$ cat config.mk
export PLATFORM = sky130hd
export DESIGN_NAME = weighted_lamport_admission
export DESIGN_NICKNAME = d
export VERILOG_FILES = /design/src/sv/wla_pkg.sv /design/src/sv/wla_front.sv /design/src/sv/wla_back.sv /design/src/sv/weighted_lamport_admission.sv
export SDC_FILE = /design/constraint.sdc
export NUM_CORES = 1
export LEC_CHECK = 0
export BUFFER_PORTS_ARGS = -buffer_cell sky130_fd_sc_hd__buf_2
export CORE_MARGIN = 2
export CORE_UTILIZATION = 35
export DETAILED_ROUTE_END_ITERATION = 6
export SETUP_SLACK_MARGIN = 0.3
export SYNTH_ARGS = -nofsm -noshare
export SYNTH_HDL_FRONTEND = slang
export SYNTH_SLANG_ARGS = --single-unit
$ cat constraint.sdc
create_clock -name clock -period 8.8 [get_ports clock]
set_input_delay 2.2 -clock clock [delete_from_list [all_inputs] [get_ports clock]]
set_output_delay 2.2 -clock clock [all_outputs]
set_load 0.01 [all_outputs]
$ cat src/sv/wla_pkg.sv
// shared types and constants for the weighted lamport admission block
// no dependencies
`default_nettype none
package wla_pkg;

   typedef enum logic [2:0] {
      MODE_LOCAL_REQ = 3'd0,
      MODE_RX_REQ    = 3'd1,
      MODE_RX_RSP    = 3'd2,
      MODE_RX_REL    = 3'd3,
      MODE_EVAL      = 3'd4,
      MODE_LOCAL_REL = 3'd5,
      MODE_TICK      = 3'd6,
      MODE_NONE      = 3'd7
   } mode_type;

   localparam logic [1:0] KIND_NONE    = 2'd0;
   localparam logic [1:0] KIND_REQUEST = 2'd1;
   localparam logic [1:0] KIND_REPLY   = 2'd2;
   localparam logic [1:0] KIND_RELEASE = 2'd3;

   localparam logic [1:0] ST_QUEUED   = 2'd0;
   localparam logic [1:0] ST_RIDING   = 2'd1;
   localparam logic [1:0] ST_FINISHED = 2'd2;

   localparam logic [1:0] REG_OWN_RANK   = 2'd0;
   localparam logic [1:0] REG_NODE_COUNT = 2'd1;
   localparam logic [1:0] REG_OWN_WEIGHT = 2'd2;
   localparam logic [1:0] REG_CAPACITY   = 2'd3;

   localparam logic [13:0] CAPACITY_RESET = 14'd200;
   localparam logic [13:0] WEIGHT_SAT     = 14'd16383;

   // one queued message between front and back
   typedef struct packed {
      mode_type    mode;
      logic [3:0]  peer_rank;
      logic [31:0] peer_clock;
      logic [31:0] peer_stamp;
      logic [9:0]  peer_weight;
      logic [1:0]  peer_state;
      logic        rank_ok;
   } cmd_type;

   typedef struct packed {
      logic [1:0]  send_kind;
      logic [3:0]  send_target;
      logic [31:0] send_clock;
      logic [31:0] send_stamp;
      logic [1:0]  send_state;
      logic        all_granted;
      logic        may_enter;
      logic [13:0] weight_ahead;
   } rsp_type;

endpackage
`default_nettype wire

$ cat src/sv/wla_front.sv
// front end: takes requests, classifies rank, feeds a two-entry queue
// depends on wla_pkg
`default_nettype none
module wla_front (
   input  wire logic             clock,
   input  wire logic             reset,
   input  wire logic             req_valid,
   output logic                  req_ready,
   input  wire logic [2:0]       req_mode,
   input  wire logic [3:0]       req_peer_rank,
   input  wire logic [31:0]      req_peer_clock,
   input  wire logic [31:0]      req_peer_stamp,
   input  wire logic [9:0]       req_peer_weight,
   input  wire logic [1:0]       req_peer_state,
   input  wire logic [3:0]       own_rank,
   input  wire logic [4:0]       live_count,
   output logic                  cmd_valid,
   input  wire logic             cmd_ready,
   output wla_pkg::cmd_type      cmd
);

   wla_pkg::cmd_type q_ff [2];
   logic             rd_ptr_ff, rd_ptr_in, wr_ptr_ff, wr_ptr_in;
   logic [1:0]       count_ff, count_in;
   wla_pkg::cmd_type incoming;
   logic             push, pop;

   // classify the incoming message
   always_comb begin
      incoming.mode        = wla_pkg::mode_type'(req_mode);
      incoming.peer_rank   = req_peer_rank;
      incoming.peer_clock  = req_peer_clock;
      incoming.peer_stamp  = req_peer_stamp;
      incoming.peer_weight = req_peer_weight;
      incoming.peer_state  = req_peer_state;
      incoming.rank_ok     = ({1'b0, req_peer_rank} < live_count) &&
                             (req_peer_rank != own_rank);
   end

   assign req_ready = (count_ff != 2'd2);
   assign cmd_valid = (count_ff != 2'd0);
   assign cmd       = q_ff[rd_ptr_ff];
   assign push      = req_valid && req_ready;
   assign pop       = cmd_valid && cmd_ready;

   // queue pointers
   always_comb begin
      wr_ptr_in = push ? ~wr_ptr_ff : wr_ptr_ff;
      rd_ptr_in = pop ? ~rd_ptr_ff : rd_ptr_ff;
      count_in  = count_ff + {1'b0, push} - {1'b0, pop};
   end

   always_ff @(posedge clock) begin
      if (reset) begin
         wr_ptr_ff <= 1'b0;
         rd_ptr_ff <= 1'b0;
         count_ff  <= 2'd0;
      end else begin
         wr_ptr_ff <= wr_ptr_in;
         rd_ptr_ff <= rd_ptr_in;
         count_ff  <= count_in;
      end
   end

   // queue storage
   always_ff @(posedge clock) begin
      if (push) begin
         q_ff[wr_ptr_ff] <= incoming;
      end
   end

endmodule
`default_nettype wire

$ cat src/sv/wla_back.sv
// back end: node state, peer table, evaluate walk and result register
// depends on wla_pkg
`default_nettype none
module wla_back #(
   parameter int NODES = 16
) (
   input  wire logic             clock,
   input  wire logic             reset,
   input  wire logic             cmd_valid,
   output logic                  cmd_ready,
   input  wire wla_pkg::cmd_type cmd,
   input  wire logic [3:0]       own_rank,
   input  wire logic [4:0]       live_count,
   input  wire logic [9:0]       own_weight,
   input  wire logic [13:0]      capacity,
   output logic                  rsp_valid,
   input  wire logic             rsp_ready,
   output wla_pkg::rsp_type      rsp
);

   localparam int TN = (NODES < 16) ? NODES : 16;
   localparam int IW = (TN > 1) ? $clog2(TN) : 1;
   localparam int CW = $clog2(TN + 1);

   typedef enum logic [2:0] {
      S_IDLE = 3'b001,
      S_WALK = 3'b010,
      S_DONE = 3'b100
   } state_type;

   state_type   state_ff, state_in;
   logic [31:0] clock_ff, clock_in;
   logic [31:0] stamp_ff, stamp_in;
   logic [1:0]  nstate_ff, nstate_in;
   logic [3:0]  grant_ff, grant_in;
   logic [TN-1:0] valid_ff, valid_in;
   logic [31:0] tstamp_ff [TN];
   logic [9:0]  tweight_ff [TN];
   logic [CW-1:0] idx_ff, idx_in;
   logic [13:0] ahead_ff, ahead_in;
   logic        rsp_valid_ff, rsp_valid_in;
   wla_pkg::rsp_type rsp_ff, rsp_in;

   logic        take;
   logic        out_free;
   logic [31:0] synced;
   logic        tbl_wr, tbl_new;
   logic [IW-1:0] rank_idx, walk_idx;
   logic [4:0]  idx_wide;
   logic        walk_hit, walk_ok;
   logic [14:0] sum;
   logic [3:0]  grant_inc;

   assign out_free  = !rsp_valid_ff || rsp_ready;
   assign cmd_ready = (state_ff == S_IDLE) && out_free;
   assign take      = cmd_valid && cmd_ready;
   assign rsp_valid = rsp_valid_ff;
   assign rsp       = rsp_ff;
   assign synced    = ((clock_ff < cmd.peer_clock) ? cmd.peer_clock : clock_ff) + 32'd1;
   assign rank_idx  = cmd.peer_rank[IW-1:0];
   assign walk_idx  = idx_ff[IW-1:0];
   assign idx_wide  = 5'(idx_ff);
   assign grant_inc = grant_ff + 4'd1;
   assign tbl_new   = ({1'b0, cmd.peer_rank} < 5'(TN)) ? !valid_ff[rank_idx] : 1'b0;

   // evaluate walk: one table entry per cycle
   always_comb begin
      walk_ok  = (idx_wide < live_count) &&
                 (idx_wide != {1'b0, own_rank}) && valid_ff[walk_idx];
      walk_hit = walk_ok && ((tstamp_ff[walk_idx] < stamp_ff) ||
                 ((tstamp_ff[walk_idx] == stamp_ff) &&
                  (idx_wide < {1'b0, own_rank})));
      sum      = {1'b0, ahead_ff} + {5'd0, tweight_ff[walk_idx]};
   end

   // command execution
   always_comb begin
      state_in     = state_ff;
      clock_in     = clock_ff;
      stamp_in     = stamp_ff;
      nstate_in    = nstate_ff;
      grant_in     = grant_ff;
      valid_in     = valid_ff;
      idx_in       = idx_ff;
      ahead_in     = ahead_ff;
      rsp_in       = rsp_ff;
      rsp_valid_in = rsp_valid_ff && !rsp_ready;
      tbl_wr       = 1'b0;
      case (state_ff)
         S_IDLE: begin
            if (take) begin
               rsp_in       = '0;
               rsp_valid_in = 1'b1;
               case (cmd.mode)
                  wla_pkg::MODE_LOCAL_REQ: begin
                     nstate_in         = wla_pkg::ST_QUEUED;
                     rsp_in.send_kind  = wla_pkg::KIND_REQUEST;
                     rsp_in.send_clock = clock_ff;
                     rsp_in.send_stamp = stamp_ff;
                     rsp_in.send_state = wla_pkg::ST_QUEUED;
                  end
                  wla_pkg::MODE_RX_REQ: begin
                     tbl_wr             = cmd.rank_ok;
                     clock_in           = synced;
                     rsp_in.send_kind   = wla_pkg::KIND_REPLY;
                     rsp_in.send_target = cmd.peer_rank;
                     rsp_in.send_clock  = synced;
                     rsp_in.send_stamp  = stamp_ff;
                     rsp_in.send_state  = nstate_ff;
                  end
                  wla_pkg::MODE_RX_RSP: begin
                     if (cmd.peer_clock >= stamp_ff) begin
                        tbl_wr   = cmd.rank_ok && (cmd.peer_state == wla_pkg::ST_QUEUED ||
                                   cmd.peer_state == wla_pkg::ST_RIDING);
                        clock_in = synced;
                        grant_in = grant_inc;
                        if ({1'b0, grant_inc} == live_count - 5'd1) begin
                           rsp_in.all_granted = 1'b1;
                           grant_in           = 4'd0;
                        end
                     end
                  end
                  wla_pkg::MODE_RX_REL: begin
                     if (cmd.rank_ok) begin
                        valid_in[rank_idx] = 1'b0;
                     end
                     clock_in = synced;
                  end
                  wla_pkg::MODE_EVAL: begin
                     rsp_valid_in = rsp_valid_ff && !rsp_ready;
                     ahead_in     = {4'd0, own_weight};
                     idx_in       = '0;
                     state_in     = S_WALK;
                  end
                  wla_pkg::MODE_LOCAL_REL: begin
                     clock_in          = clock_ff + 32'd1;
                     stamp_in          = clock_ff + 32'd1;
                     nstate_in         = wla_pkg::ST_FINISHED;
                     rsp_in.send_kind  = wla_pkg::KIND_RELEASE;
                     rsp_in.send_clock = clock_ff + 32'd1;
                     rsp_in.send_stamp = clock_ff + 32'd1;
                     rsp_in.send_state = wla_pkg::ST_FINISHED;
                  end
                  wla_pkg::MODE_TICK: begin
                     clock_in = clock_ff + 32'd1;
                     stamp_in = clock_ff + 32'd1;
                  end
                  default: begin
                  end
               endcase
               if (tbl_wr && tbl_new) begin
                  valid_in[rank_idx] = 1'b1;
               end
            end
         end
         S_WALK: begin
            if (walk_hit) begin
               ahead_in = sum[14] ? wla_pkg::WEIGHT_SAT : sum[13:0];
            end
            idx_in = idx_ff + CW'(1);
            if (idx_ff == CW'(TN - 1)) begin
               state_in = S_DONE;
            end
         end
         S_DONE: begin
            if (out_free) begin
               rsp_in              = '0;
               rsp_in.weight_ahead = ahead_ff;
               rsp_in.may_enter    = (ahead_ff <= capacity);
               rsp_valid_in        = 1'b1;
               if (ahead_ff <= capacity) begin
                  nstate_in = wla_pkg::ST_RIDING;
               end
               state_in = S_IDLE;
            end
         end
         default: begin
            state_in = S_IDLE;
         end
      endcase
   end

   always_ff @(posedge clock) begin
      if (reset) begin
         state_ff     <= S_IDLE;
         clock_ff     <= '0;
         stamp_ff     <= '0;
         nstate_ff    <= wla_pkg::ST_QUEUED;
         grant_ff     <= '0;
         valid_ff     <= '0;
         rsp_valid_ff <= 1'b0;
      end else begin
         state_ff     <= state_in;
         clock_ff     <= clock_in;
         stamp_ff     <= stamp_in;
         nstate_ff    <= nstate_in;
         grant_ff     <= grant_in;
         valid_ff     <= valid_in;
         rsp_valid_ff <= rsp_valid_in;
      end
   end

   // payload registers
   always_ff @(posedge clock) begin
      idx_ff   <= idx_in;
      ahead_ff <= ahead_in;
      rsp_ff   <= rsp_in;
   end

   // peer table: weight only while the entry is not valid, stamp on every write
   always_ff @(posedge clock) begin
      if (take && tbl_wr) begin
         tstamp_ff[rank_idx] <= cmd.peer_stamp;
         if (tbl_new) begin
            tweight_ff[rank_idx] <= cmd.peer_weight;
         end
      end
   end

endmodule
`default_nettype wire

$ cat src/sv/weighted_lamport_admission.sv
// top level of the weighted lamport admission node: registers, front, back
// depends on wla_pkg, wla_front, wla_back
//
//   channel  ports   direction  role
//   req_     valid/ready  in    one message or local action per transfer
//   rsp_     valid/ready  out   one result per request transfer
//   csr_     valid/ready  in    register index and write data
//
// each item other than evaluate passes through a queue entry and then the back
// end's result register; evaluate walks the peer table one entry per cycle,
// min(NODES,16) entries, before its result is registered.
// reset clears clock, own stamp, state, grant count and table valid bits.
// a held result stalls the back end; the front keeps taking transfers until
// both queue entries are full and then drops req_ready.
`default_nettype none
module weighted_lamport_admission #(
   parameter int NODES = 16
) (
   input  wire logic        clock,
   input  wire logic        reset,
   input  wire logic        req_valid,
   output logic             req_ready,
   input  wire logic [2:0]  req_mode,
   input  wire logic [3:0]  req_peer_rank,
   input  wire logic [31:0] req_peer_clock,
   input  wire logic [31:0] req_peer_stamp,
   input  wire logic [9:0]  req_peer_weight,
   input  wire logic [1:0]  req_peer_state,
   output logic             rsp_valid,
   input  wire logic        rsp_ready,
   output logic [1:0]       rsp_send_kind,
   output logic [3:0]       rsp_send_target,
   output logic [31:0]      rsp_send_clock,
   output logic [31:0]      rsp_send_stamp,
   output logic [1:0]       rsp_send_state,
   output logic             rsp_all_granted,
   output logic             rsp_may_enter,
   output logic [13:0]      rsp_weight_ahead,
   input  wire logic        csr_valid,
   output logic             csr_ready,
   input  wire logic [1:0]  csr_index,
   input  wire logic [31:0] csr_data
);

   localparam int TN = (NODES < 16) ? NODES : 16;

   logic [3:0]  own_rank_ff;
   logic [4:0]  node_count_ff;
   logic [9:0]  own_weight_ff;
   logic [13:0] capacity_ff;
   logic [4:0]  live_count;
   logic        cmd_valid, cmd_ready;
   wla_pkg::cmd_type cmd;
   wla_pkg::rsp_type rsp;

   assign csr_ready = 1'b1;

   // configuration registers
   always_ff @(posedge clock) begin
      if (reset) begin
         own_rank_ff   <= 4'd0;
         node_count_ff <= 5'd4;
         own_weight_ff <= 10'd50;
         capacity_ff   <= wla_pkg::CAPACITY_RESET;
      end else if (csr_valid) begin
         case (csr_index)
            wla_pkg::REG_OWN_RANK:   own_rank_ff   <= csr_data[3:0];
            wla_pkg::REG_NODE_COUNT: node_count_ff <= csr_data[4:0];
            wla_pkg::REG_OWN_WEIGHT: own_weight_ff <= csr_data[9:0];
            wla_pkg::REG_CAPACITY:   capacity_ff   <= csr_data[13:0];
            default: begin
            end
         endcase
      end
   end

   // node count clamped to between 2 and the table size
   always_comb begin
      live_count = node_count_ff;
      if (node_count_ff < 5'd2) live_count = 5'd2;
      if (node_count_ff > 5'(TN)) live_count = 5'(TN);
   end

   wla_front u_front (
      .clock, .reset, .req_valid, .req_ready, .req_mode, .req_peer_rank,
      .req_peer_clock, .req_peer_stamp, .req_peer_weight, .req_peer_state,
      .own_rank(own_rank_ff), .live_count, .cmd_valid, .cmd_ready, .cmd
   );

   wla_back #(.NODES(NODES)) u_back (
      .clock, .reset, .cmd_valid, .cmd_ready, .cmd,
      .own_rank(own_rank_ff), .live_count, .own_weight(own_weight_ff),
      .capacity(capacity_ff), .rsp_valid, .rsp_ready, .rsp
   );

   assign rsp_send_kind    = rsp.send_kind;
   assign rsp_send_target  = rsp.send_target;
   assign rsp_send_clock   = rsp.send_clock;
   assign rsp_send_stamp   = rsp.send_stamp;
   assign rsp_send_state   = rsp.send_state;
   assign rsp_all_granted  = rsp.all_granted;
   assign rsp_may_enter    = rsp.may_enter;
   assign rsp_weight_ahead = rsp.weight_ahead;

endmodule
`default_nettype wire
==> results of run 1 <==
worst max-delay path: stages, from the launching register on:
cell and delay (ns):
sky130_fd_sc_hd__dfxtp_4 0.76, sky130_fd_sc_hd__buf_4 0.49, sky130_fd_sc_hd__mux2i_1 0.54, sky130_fd_sc_hd__ha_1 0.36
sky130_fd_sc_hd__a21oi_1 0.14, sky130_fd_sc_hd__o21ai_0 0.16, sky130_fd_sc_hd__nand3_1 0.14, sky130_fd_sc_hd__o211ai_1 0.25
sky130_fd_sc_hd__nor2_4 0.25, sky130_fd_sc_hd__nor2_1 0.06, sky130_fd_sc_hd__a21oi_1 0.17, sky130_fd_sc_hd__ha_1 0.32
sky130_fd_sc_hd__nand3_1 0.32, sky130_fd_sc_hd__nor4_2 0.33, sky130_fd_sc_hd__buf_4 0.20, sky130_fd_sc_hd__and2_1 0.21
sky130_fd_sc_hd__nand3_1 0.11, sky130_fd_sc_hd__xor2_1 0.15, sky130_fd_sc_hd__mux2i_1 0.11, sky130_fd_sc_hd__a222oi_1 0.50
sky130_fd_sc_hd__nor2_1 0.07
worst paths after layout:
| kind | end | startpoint | depth (start not counted) | slack (ns) |
|---|---|---|---|---|
| hold / removal | capacity_ff[1] | capacity_ff[1] | 2 | 0.46 |
| setup / recovery | u_back.rsp[72] | flop | 20 | 2.85 |
| hold reg to reg | capacity_ff[1] | capacity_ff[1] | 2 | 0.46 |
| setup reg to reg | u_back.rsp[72] | flop | 20 | 2.85 |
Yosys cell counts, drive strengths merged (14+ instances only):
master / number
nand2: 221
o21a: 31
nor2b: 15
inv: 106
a21o: 22
o211ai: 15
a211oi: 42
nor2: 233
dfxtp: 132
mux2i: 64
nand4: 40
nor4: 17
and3: 27
nand2b: 18
mux2: 53
clkbuf: 96
ha: 138
o21ai: 86
xor2: 24
and2: 16
mux4: 216
edfxtp: 945
a31oi: 14
nand3: 65
a21oi: 156
nor3: 42
buf: 67
xnor2: 74
cell usage in the layout (no fill, tap or decap), drive strengths merged, types with 18 or more instances in the layout:
master	n
nand2b	18
clkbuf	143
xnor2	74
a21o	22
nand2	221
edfxtp	945
nor3	42
ha	138
inv	107
a211oi	42
xor2	24
mux2i	64
mux2	53
o21a	31
mux4	216
buf	248
a21oi	156
nand4	40
o21ai	86
nand3	65
and3	27
clkinv	41
dfxtp	132
nor2	233
sequential cells by signal, indices dropped and copies added (netlist names), 10 cells and up, named ones only:
signal,count
u_back.tstamp_ff,512
u_front.q_ff,166
u_back.tweight_ff,160
u_back.rsp,88
u_back.clock_ff,32
u_back.stamp_ff,32
u_back.valid_ff,16
capacity_ff,14
u_back.ahead_ff,14
own_weight_ff,10
per-layer routing:
| metal | track usage, % | wire [um] | vias to the layer above |
|---|---|---|---|
| met5 | 0 | 135 | - |
| met1 | 24.4 | 53600 | 14100 |
| met3 | 2.76 | 8020 | 192 |
| li1 | - | - | 12500 |
| met4 | 4.47 | 2630 | 24 |
| met2 | 27.6 | 56900 | 978 |
where the power goes:
group / switching (mW) / leakage [nW] / internal (mW) / total, mW
Clock: 1.97 / 1.79 / 2.79 / 4.75
Combinational: 2.83 / 6.65 / 1.54 / 4.38
Sequential: 0.396 / 9.71 / 6.46 / 6.86
cells by family after synthesis:
logic type / share of synthesized area, %
compound gates: 6.21
other cells: 0.00791
buf+inv: 2.46
fa+ha+maj: 3.69
mux: 12.9
simple gates: 7.46
flops: 65.5
xor+xnor: 1.81
cell type report:
cell class                      instances  area, um2
Timing Repair Buffer                  248       1410
Clock buffer                          143       2920
Tap cell                             1781       2230
Antenna cell                            3       7.51
Fill cell                           12300      80700
Clock inverter                         60        800
Inverter                              108        405
Multi-Input combinational cell       1755      15500
Sequential cell                      1077      31000
per-stage QoR:
stage | total power [mW] | hold slack [ns]
after floorplan | 9.89 | 0.436
after global placement | 11.3 | 0.444
after detailed placement | 11.3 | 0.449
after CTS | 16.1 | 0.457
after global routing | 16.8 | 0.478
final | 16.0 | 0.457
==> qor.csv, run 1 <==
stage;metric;value;unit
layout;post-layout util;40.2;%
clocking;CTS tree;built;
clocking;number of CTS-inserted buffers;107;
global_route;number of antenna violations at the first check in global routing;23;
placement;DP Wirelength;77.1;mm
run_status;violations in the final reports;DRC;
placement;total instance count after detailed placement;4969;
floorplanning;Core Footprint;135000;um2
synth;total of flip-flops plus latches after synthesis;1077;
synth;largest area contributor in the synthesized netlist;sky130_fd_sc_hd__edfxtp_1;
power;worst supply voltage drop on vdd;0.179;mV
layout;non-filler instance count after layout;5175;
sta;ratio of final minimum period to clock period;67.7;%
global_route;maximum number of pins on one net before global-route repair;129;
clocking;cell chosen for the clock root;sky130_fd_sc_hd__clkbuf_16;
clocking;post-cts gate resize count;0;
drt;total number of vias;27700;
setup_path;Critical Path RT;9.24;ns
sta;setup repair after global routing missed its margin;false;
hold_path;path type of the worst min-delay path;reg -> reg;
sta;final count of pins violating max slew;0;
clocking;H-tree depth;3;
setup_path;CP Capture Type;flop;
drt;starting DRC count in detailed routing;2683;
clocking;count of buffers added by post-CTS timing repair for setup;0;
drt;DRC violation count after routing;1;
sta;worst clock skew on the final layout;0.0636;ns
clocking;Clock Latency Late Sink;0.71;ns
synth;Mapped Avg Cell Area;15.3;um2
drt;post-route ant nets;0;
synth;sequential cell area fraction in the yosys report;65.5;%
sta;upper clock frequency limit;168;MHz
placement;worst slack after detailed placement;2.89;ns
synth;most used flip-flop cell after synthesis;sky130_fd_sc_hd__edfxtp_1;
global_route;number of global-route vias before repair;26500;
synth;count of mapped cells out of synthesis;3103;
floorplanning;count of pins on the block boundary;213;
clocking;number of clock sinks;1077;
sta;Fin. Hold Viols;0;
placement;placed instance area;50600;um2
synth;Net Count, Synth;3364;
setup_path;worst path arrival time;6.39;ns
layout;fraction of final layout cells with drive strength greater than 1;22.6;%
synth;Syn Std Cell Area;47400;um2
sta;slew at the pin closest to its max-slew limit;1.24;ns
synth;Syn. warnings;0;
drt;final routed wire length divided by cell count;23.4;um
flow_run;max cap viols;0;
placement;RD Place Congestion;0.897;
floorplanning;starting utilization of the core area;35.1;%
clocking;Reg clk slew, reported paths;0.06;ns
floorplanning;x dimension of the die;372;um
synth;ys async rst share;0;%
sta;min cycle time layout;5.95;ns
synth;share of the synthesized area in the top cell type;59.9;%
floorplanning;Std-Cell Rows;135;
setup_path;startpoint type of the worst setup path;flop;
placement;count of buffers inserted at the top-level ports;192;
synth;distinct cell type count after synthesis;91;
setup_path;Crit Path Category;reg -> reg;
layout;final cell area excluding filler cells;54300;um2
layout;area grow syn2layout;14.6;%
sta;worst slew margin relative to its limit;16.7;%
power;Pleak;18.1;nW
global_route;overflow left after global routing;0;
clocking;hold buffer count at CTS;0;
floorplanning;area of the die;138000;um2
power;power density normalized to cell area;294;nW/um2
drt;via density per instance;5.35;
drt;wire length reported by the detailed router;121;mm
sta;final-report setup violation count;0;
sta;PnR worst setup slack;2.85;ns
clocking;number of buffers on the longest clock path;3;
setup_path;biggest fanout along the worst timing path;41;
global_route;total global-route track usage;17.2;%
sta;Total Neg Setup Slack;0;ns
synth;number of enable flip-flop cells after synthesis;945;
drt;number of iterations in the first detailed-routing pass;7;
global_route;first-pass GRT wire length;177;mm
synth;most area-consuming cells after synthesis;sky130_fd_sc_hd__edfxtp_1 60%, sky130_fd_sc_hd__mux4_2 10%, sky130_fd_sc_hd__dfxtp_1 5.6%, sky130_fd_sc_hd__ha_1 3.6%, sky130_fd_sc_hd__nor2_1 1.8%;
floorplanning;vertical die dimension;372;um
layout;number of nets at the end of the flow;3558;
run_status;run status;complete, but fails checks;
(Power assumes the default switching activity.)
==> inputs of run 2 (changes only) <==
- clock period: 8.8 -> 5.2 ns (I/O delays scaled with it)
==> run 2 against run 1 <==
- the run now ends clean
- sequential share of layout area decreased by 0.60 points
- global-route usage increased by 0.23 points
- count of clock-buffer cells in the layout decreased by 10
- register-to-register slack got worse by 2.4 ns
==> qor.csv, run 2 (synthesized netlist as in run 1, its figures left out) <==
stage;metric;value;unit;change
run_status;run status;complete, no violations;;
global_route;total global-route track usage;17.5;%;+0.23 points
power;power density normalized to cell area;495;nW/um2;+68%
sta;upper clock frequency limit;211;MHz;+25%
clocking;cell chosen for the clock root;sky130_fd_sc_hd__clkbuf_16;;
power;total chip power;27.2;mW;+70%
drt;DRC violation count after routing;0;;-1
power;worst supply voltage drop on vdd;0.264;mV;+48%
floorplanning;Core Footprint;135000;um2;unchanged
setup_path;number of buffer and inverter instances along the worst setup path;2;;unchanged
sta;hold slack;0.456;ns;-0.000744 ns
sta;setup repair after global routing missed its margin;true;;
sta;worst clock skew on the final layout;0.0257;ns;-0.0378 ns
layout;final cell area excluding filler cells;54900;um2;+1.1%
drt;starting DRC count in detailed routing;2566;;-4.4%
drt;number of iterations in the first detailed-routing pass;6;;-1
floorplanning;x dimension of the die;372;um;unchanged
sta;min cycle time layout;4.74;ns;-1.21 ns
global_route;maximum number of pins on one net before global-route repair;71;;-45%
power;Pleak;18.5;nW;+1.7%
global_route;overflow left after global routing;0;;unchanged
clocking;hold buffer count at CTS;0;;unchanged
clocking;CTS tree;built;;
setup_path;cells along the critical path;buf_12 -> mux2_2 -> inv_1 -> ha_1 -> nand4_1 -> nor4_4 -> nand2_1 -> a2111oi_4 -> nor2_4 -> a21oi_2 -> ha_2 -> nand4b_1 -> nand2_2 -> and3_4 -> nand3_2 -> nor2_2 -> xnor2_1 -> mux2i_1 -> a222oi_1 -> nor2_1;;
drt;via density per instance;5.32;;-0.65%
setup_path;worst path arrival time;5.19;ns;-1.20 ns
layout;most frequent cells in the layout;945 x sky130_fd_sc_hd__edfxtp_1, 217 x sky130_fd_sc_hd__nand2_1, 216 x sky130_fd_sc_hd__mux4_2, 208 x sky130_fd_sc_hd__nor2_1, 191 x sky130_fd_sc_hd__buf_2;;
setup_path;largest stage delay on the critical path;0.52;ns;-0.24 ns
global_route;number of antenna violations at the first check in global routing;26;;+13%
drt;detailed-route wire length on metal 1;53.9;mm;+0.59%
clocking;number of buffers on the longest clock path;3;;unchanged
setup_path;Crit Path Category;reg -> reg;;
floorplanning;starting utilization of the core area;35.1;%;unchanged
drt;final routed wire length divided by cell count;23.5;um;about the same
clocking;number of clock sinks;1077;;unchanged
floorplanning;area of the die;138000;um2;unchanged
drt;total number of vias;27800;;+0.42%
layout;number of nets at the end of the flow;3612;;+1.5%
setup_path;biggest fanout along the worst timing path;5;;-88%
layout;area grow syn2layout;15.8;%;
sta;slew at the pin closest to its max-slew limit;1.26;ns;+0.0174 ns
clocking;Clock Latency Late Sink;0.71;ns;about the same
setup_path;cell family with the largest share of critical-path delay;simple AND/OR/NAND/NOR gates;;
drt;wire length reported by the detailed router;123;mm;+1.1%
sta;Fin. Hold Viols;0;;unchanged
floorplanning;Std-Cell Rows;135;;unchanged
layout;top flop regs;u_back.tstamp_ff x512, u_front.q_ff x166, u_back.tweight_ff x160;;
setup_path;CP Capture Type;flop;;
global_route;number of global-route vias before repair;27000;;+2.0%
layout;fraction of final layout cells with drive strength greater than 1;24.8;%;+2.2 points
sta;final-report setup violation count;0;;unchanged
clocking;number of CTS-inserted buffers;107;;unchanged
clocking;Reg clk slew, reported paths;0.06;ns;about the same
placement;count of buffers inserted at the top-level ports;192;;unchanged
sta;ratio of final minimum period to clock period;91.2;%;+24 points
placement;DP Wirelength;79.3;mm;+2.9%
drt;WL met3;8.03;mm;about the same
floorplanning;vertical die dimension;372;um;unchanged
placement;RD Place Congestion;0.898;;about the same
global_route;first-pass GRT wire length;179;mm;+1.5%
layout;register name with the most flops;u_back.tstamp_ff;;
drt;post-route ant nets;0;;unchanged
layout;max FFs per register;512;;unchanged
layout;fillers;12100;;-1.1%
setup_path;Critical Path RT;5.64;ns;-3.60 ns
setup_path;startpoint type of the worst setup path;flop;;
sta;final count of pins violating max slew;0;;unchanged
drt;wire length on met2;57.6;mm;+1.2%
sta;worst slew margin relative to its limit;15.9;%;-0.85 points
drt;top routing layer in use;met5;;
clocking;H-tree depth;3;;unchanged
layout;most common cell after layout, fill and taps aside;sky130_fd_sc_hd__edfxtp_1;;
flow_run;max cap viols;0;;unchanged
hold_path;path type of the worst min-delay path;reg -> reg;;
placement;placed instance area;51100;um2;+1.1%
setup_path;reg-to-reg slack, setup;0.46;ns;-2.39 ns
setup_path;crit path max-delay cell type;sky130_fd_sc_hd__a222oi_1;;
floorplanning;count of pins on the block boundary;213;;unchanged
-- run 2: cell types whose count changed in the layout (fill, tap and decap cells not counted), sizes merged --
cell / previous run / this run
clkinvlp: 5 / 4
bufinv: 15 / 10
inv: 107 / 112
clkbuf: 143 / 133
clkinv: 41 / 51
buf: 248 / 302
diode: 3 / 6
-- run 2: per-stage QoR --
stage / setup TNS [ns] / worst slack, ns / util, % / instances
after floorplan: 0 / 0.323 / - / 3103
after global placement: 0 / 0.0187 / 37.9 / 5016
after detailed placement: -0.0328 / -0.0310 / 37.9 / 5016
after CTS: 0 / 0.393 / 40.6 / 5222
after global routing: 0 / 0.235 / 40.7 / 5229
final: 0 / 0.456 / 40.7 / 5231
-- run 2: worst paths after layout --
check / from / end / depth (start not counted)
max reg2reg: flop / u_back.rsp[76] / 20
max: flop / u_back.rsp[76] / 20
min reg2reg: capacity_ff[4] / capacity_ff[4] / 2
min: capacity_ff[4] / capacity_ff[4] / 2
-- run 2: layer usage --
layer	track usage [%]	vias up
met1	24.4	14100
met3	2.85	199
li1	-	12500
met4	4.97	26
met2	28.1	928
met5	0	-
-- run 2: worst register-to-register path, cell delays in order (launching register included) --
cell                        delay (ns)
sky130_fd_sc_hd__dfxtp_4          0.41
sky130_fd_sc_hd__buf_12           0.13
sky130_fd_sc_hd__mux2_2           0.37
sky130_fd_sc_hd__inv_1            0.10
sky130_fd_sc_hd__ha_1             0.13
sky130_fd_sc_hd__nand4_1          0.18
sky130_fd_sc_hd__nor4_4           0.47
sky130_fd_sc_hd__nand2_1          0.18
sky130_fd_sc_hd__a2111oi_4        0.31
sky130_fd_sc_hd__nor2_4           0.08
sky130_fd_sc_hd__a21oi_2          0.18
sky130_fd_sc_hd__ha_2             0.24
sky130_fd_sc_hd__nand4b_1         0.12
sky130_fd_sc_hd__nand2_2          0.12
sky130_fd_sc_hd__and3_4           0.27
sky130_fd_sc_hd__nand3_2          0.14
sky130_fd_sc_hd__nor2_2           0.15
sky130_fd_sc_hd__xnor2_1          0.16
sky130_fd_sc_hd__mux2i_1          0.15
sky130_fd_sc_hd__a222oi_1         0.52
sky130_fd_sc_hd__nor2_1           0.07
-- run 2: where the power goes --
| group | leakage (nW) | total [mW] | internal (mW) | switching, mW |
|---|---|---|---|---|
| Combinational | 7.02 | 7.88 | 2.92 | 4.97 |
| Clock | 1.73 | 7.75 | 4.38 | 3.37 |
| Sequential | 9.71 | 11.5 | 10.9 | 0.598 |
| Total | 18.5 | 27.2 | 18.2 | 8.93 |
-- run 2: repair_timing --
action                     CTS  global route
setup endpoints to repair   14            32
pin swaps                    2             6
setup buffers                4             3
resized for setup            5            15
-- run 2: final cells by class --
cell class,count,area [um2],area share (%)
Antenna cell,6,15.0,0.0274
Clock buffer,133,2820,5.13
Clock inverter,69,736,1.34
Inverter,108,405,0.739
Multi-Input combinational cell,1755,15600,28.5
Sequential cell,1077,31000,56.6
Tap cell,1781,2230,4.06
Timing Repair Buffer,302,2000,3.64
==> inputs of run 3 (changes only) <==
- CELL_PAD_IN_SITES_DETAIL_PLACEMENT: not set -> 1
- CELL_PAD_IN_SITES_GLOBAL_PLACEMENT: not set -> 1
- PLACE_DENSITY_LB_ADDON: not set -> 0.1
==> run 3 against run 2 <==
- fmax down 3.1%
- first-iteration DRC count down 27%
- count of clock-buffer cells in the layout up 6
- clock skew up 0.019 ns
- sequential power about the same
- total power up 5.1%
- critical path depth down 5
- sequential cell count unchanged
- largest cell class unchanged
==> qor.csv, run 3 (synthesized netlist as in run 1, its figures left out) <==
stage;metric;value;unit;change
drt;number of iterations in the first detailed-routing pass;5;;-1
run_status;run status;complete, no violations;;
layout;number of nets at the end of the flow;3687;;+2.1%
power;power density normalized to cell area;509;nW/um2;+2.8%
layout;fraction of final layout cells with drive strength greater than 1;26.9;%;+2.1 points
floorplanning;vertical die dimension;372;um;unchanged
setup_path;worst path arrival time;5.35;ns;+0.16 ns
power;Pleak;19.0;nW;+2.9%
placement;count of buffers inserted at the top-level ports;192;;unchanged
drt;final routed wire length divided by cell count;26.6;um;+13%
layout;most common cell after layout, fill and taps aside;sky130_fd_sc_hd__edfxtp_1;;
layout;max FFs per register;512;;unchanged
clocking;Clock Latency Late Sink;0.77;ns;+0.06 ns
layout;most frequent cells in the layout;945 x sky130_fd_sc_hd__edfxtp_1, 216 x sky130_fd_sc_hd__mux4_2, 215 x sky130_fd_sc_hd__nand2_1, 207 x sky130_fd_sc_hd__nor2_1, 191 x sky130_fd_sc_hd__buf_2;;
drt;DRC violation count after routing;0;;unchanged
drt;starting DRC count in detailed routing;1882;;-27%
setup_path;biggest fanout along the worst timing path;27;;+22
placement;DP Wirelength;92.9;mm;+17%
sta;setup repair after global routing missed its margin;true;;
placement;RD Place Congestion;0.863;;-3.9%
sta;final count of pins violating max slew;0;;unchanged
hold_path;path type of the worst min-delay path;reg -> reg;;
clocking;H-tree depth;3;;unchanged
clocking;CTS tree;built;;
global_route;maximum number of pins on one net before global-route repair;84;;+18%
placement;total instance count after detailed placement;5046;;+0.60%
floorplanning;Std-Cell Rows;135;;unchanged
global_route;overflow left after global routing;0;;unchanged
clocking;number of CTS-inserted buffers;117;;+9.3%
sta;PnR worst setup slack;0.304;ns;-0.152 ns
power;portion of total power attributed to sequential cells;40.3;%;-2.1 points
placement;worst slack after detailed placement;0.0599;ns;+0.0910 ns
global_route;total global-route track usage;20.3;%;+2.9 points
global_route;first-pass GRT wire length;205;mm;+14%
sta;worst clock skew on the final layout;0.0446;ns;+0.0189 ns
clocking;hold buffer count at CTS;0;;unchanged
setup_path;Crit Path Category;reg -> reg;;
layout;top flop regs;u_back.tstamp_ff x512, u_front.q_ff x166, u_back.tweight_ff x160;;
power;portion of total power attributed to the clock network;28.6;%;about the same
layout;register name with the most flops;u_back.tstamp_ff;;
sta;slew at the pin closest to its max-slew limit;1.24;ns;-0.0234 ns
setup_path;Critical Path RT;5.65;ns;about the same
sta;worst slew margin relative to its limit;17.6;%;+1.8 points
sta;min cycle time layout;4.90;ns;+0.152 ns
power;worst supply voltage drop on vdd;0.310;mV;+17%
floorplanning;Core Footprint;135000;um2;unchanged
clocking;number of clock sinks;1077;;unchanged
sta;upper clock frequency limit;204;MHz;-3.1%
sta;Fin. Hold Viols;0;;unchanged
power;Logic pwr share;31.1;%;+2.1 points
floorplanning;x dimension of the die;372;um;unchanged
clocking;number of buffers on the longest clock path;3;;unchanged
sta;ratio of final minimum period to clock period;94.2;%;+2.9 points
sta;final-report setup violation count;0;;unchanged
power;Internal Power;18.8;mW;+3.2%
layout;area grow syn2layout;18.3;%;
drt;post-route ant nets;0;;unchanged
floorplanning;starting utilization of the core area;35.1;%;unchanged
drt;total number of vias;28300;;+1.6%
sta;Total Neg Setup Slack;0;ns;unchanged
global_route;number of antenna violations at the first check in global routing;8;;-69%
global_route;number of global-route vias before repair;30200;;+12%
layout;non-filler instance count after layout;5304;;+1.4%
power;Net Switching;9.72;mW;+8.8%
floorplanning;area of the die;138000;um2;unchanged
clocking;cell chosen for the clock root;sky130_fd_sc_hd__clkbuf_16;;
drt;wire length reported by the detailed router;141;mm;+15%
setup_path;CP Capture Type;flop;;
clocking;Reg clk slew, reported paths;0.06;ns;about the same
power;Switching Fraction;34.1;%;+1.2 points
setup_path;startpoint type of the worst setup path;flop;;
floorplanning;count of pins on the block boundary;213;;unchanged
drt;via density per instance;5.33;;+0.16%
flow_run;max cap viols;0;;unchanged
[run 3: metal layers]
metal	share of wire, %	track usage (%)	routed length, um
met1	45	27.8	63300
met2	48	33.8	67900
met3	4.3	2.66	6040
met4	2.5	5.93	3570
met5	0.035	0	50
[run 3: power by group through the flow]
stage	clock, mW	sequential, mW	combinational (mW)
2_1_floorplan	0	11.6	5.20
3_3_place_gp	0	11.7	8.13
3_5_place_dp	0	11.7	8.39
4_1_cts	8.41	11.5	8.51
5_1_grt	8.69	11.6	9.67
6_report	8.17	11.5	8.87
[run 3: final timing paths]
kind | start | endpoint | slack, ns | depth (start not counted)
hold reg to reg | capacity_ff[8] | capacity_ff[8] | 0.46 | 2
setup reg to reg | flop | u_back.tstamp_ff[11][8] | 0.30 | 15
setup / recovery | flop | u_back.tstamp_ff[11][8] | 0.30 | 15
hold / removal | capacity_ff[8] | capacity_ff[8] | 0.46 | 2
[run 3: critical path: stages, from the launching register on]
cell and delay, ns:
sky130_fd_sc_hd__dfxtp_4 0.41, sky130_fd_sc_hd__buf_6 0.15, sky130_fd_sc_hd__buf_12 0.12, sky130_fd_sc_hd__clkbuf_16 0.14
sky130_fd_sc_hd__mux2i_4 0.23, sky130_fd_sc_hd__inv_1 0.10, sky130_fd_sc_hd__ha_1 0.29, sky130_fd_sc_hd__a21o_1 0.17
sky130_fd_sc_hd__a211oi_2 0.55, sky130_fd_sc_hd__nand4_1 0.50, sky130_fd_sc_hd__a2111oi_4 0.66, sky130_fd_sc_hd__a2bb2oi_4 0.28
sky130_fd_sc_hd__buf_12 0.27, sky130_fd_sc_hd__nand2b_1 0.33, sky130_fd_sc_hd__nor2_4 0.07, sky130_fd_sc_hd__buf_4 0.27
[run 3: area by class of cell]
class                           count  area, um2
Inverter                          108        405
Antenna cell                        2       5.00
Tap cell                         1781       2230
Multi-Input combinational cell   1755      15900
Clock inverter                     75        683
Sequential cell                  1077      31000
Clock buffer                      139       3080
Timing Repair Buffer              367       2750
Fill cell                       13400      78900
[run 3: what timing repair did]
| item | in CTS | in global routing |
|---|---|---|
| endpoints found under the hold margin | 0 | 0 |
| endpoints found under the setup margin | 44 | 38 |
| pin swaps | 6 | 18 |
| resized for setup | 15 | 41 |
| buffers inserted | 4 | 36 |
| gates cloned | 0 | 2 |
[run 3: per-stage QoR]
stage	instance area [um2]	hold slack, ns	utilization (%)	power [mW]
finish	56100	0.458	41.5	28.5
detailed placement	51600	0.450	38.2	20.1
global placement	51600	0.448	38.2	19.8
floorplan	47500	0.436	-	16.8
CTS	55400	0.458	41.1	28.4
global route	56100	0.479	41.5	29.9
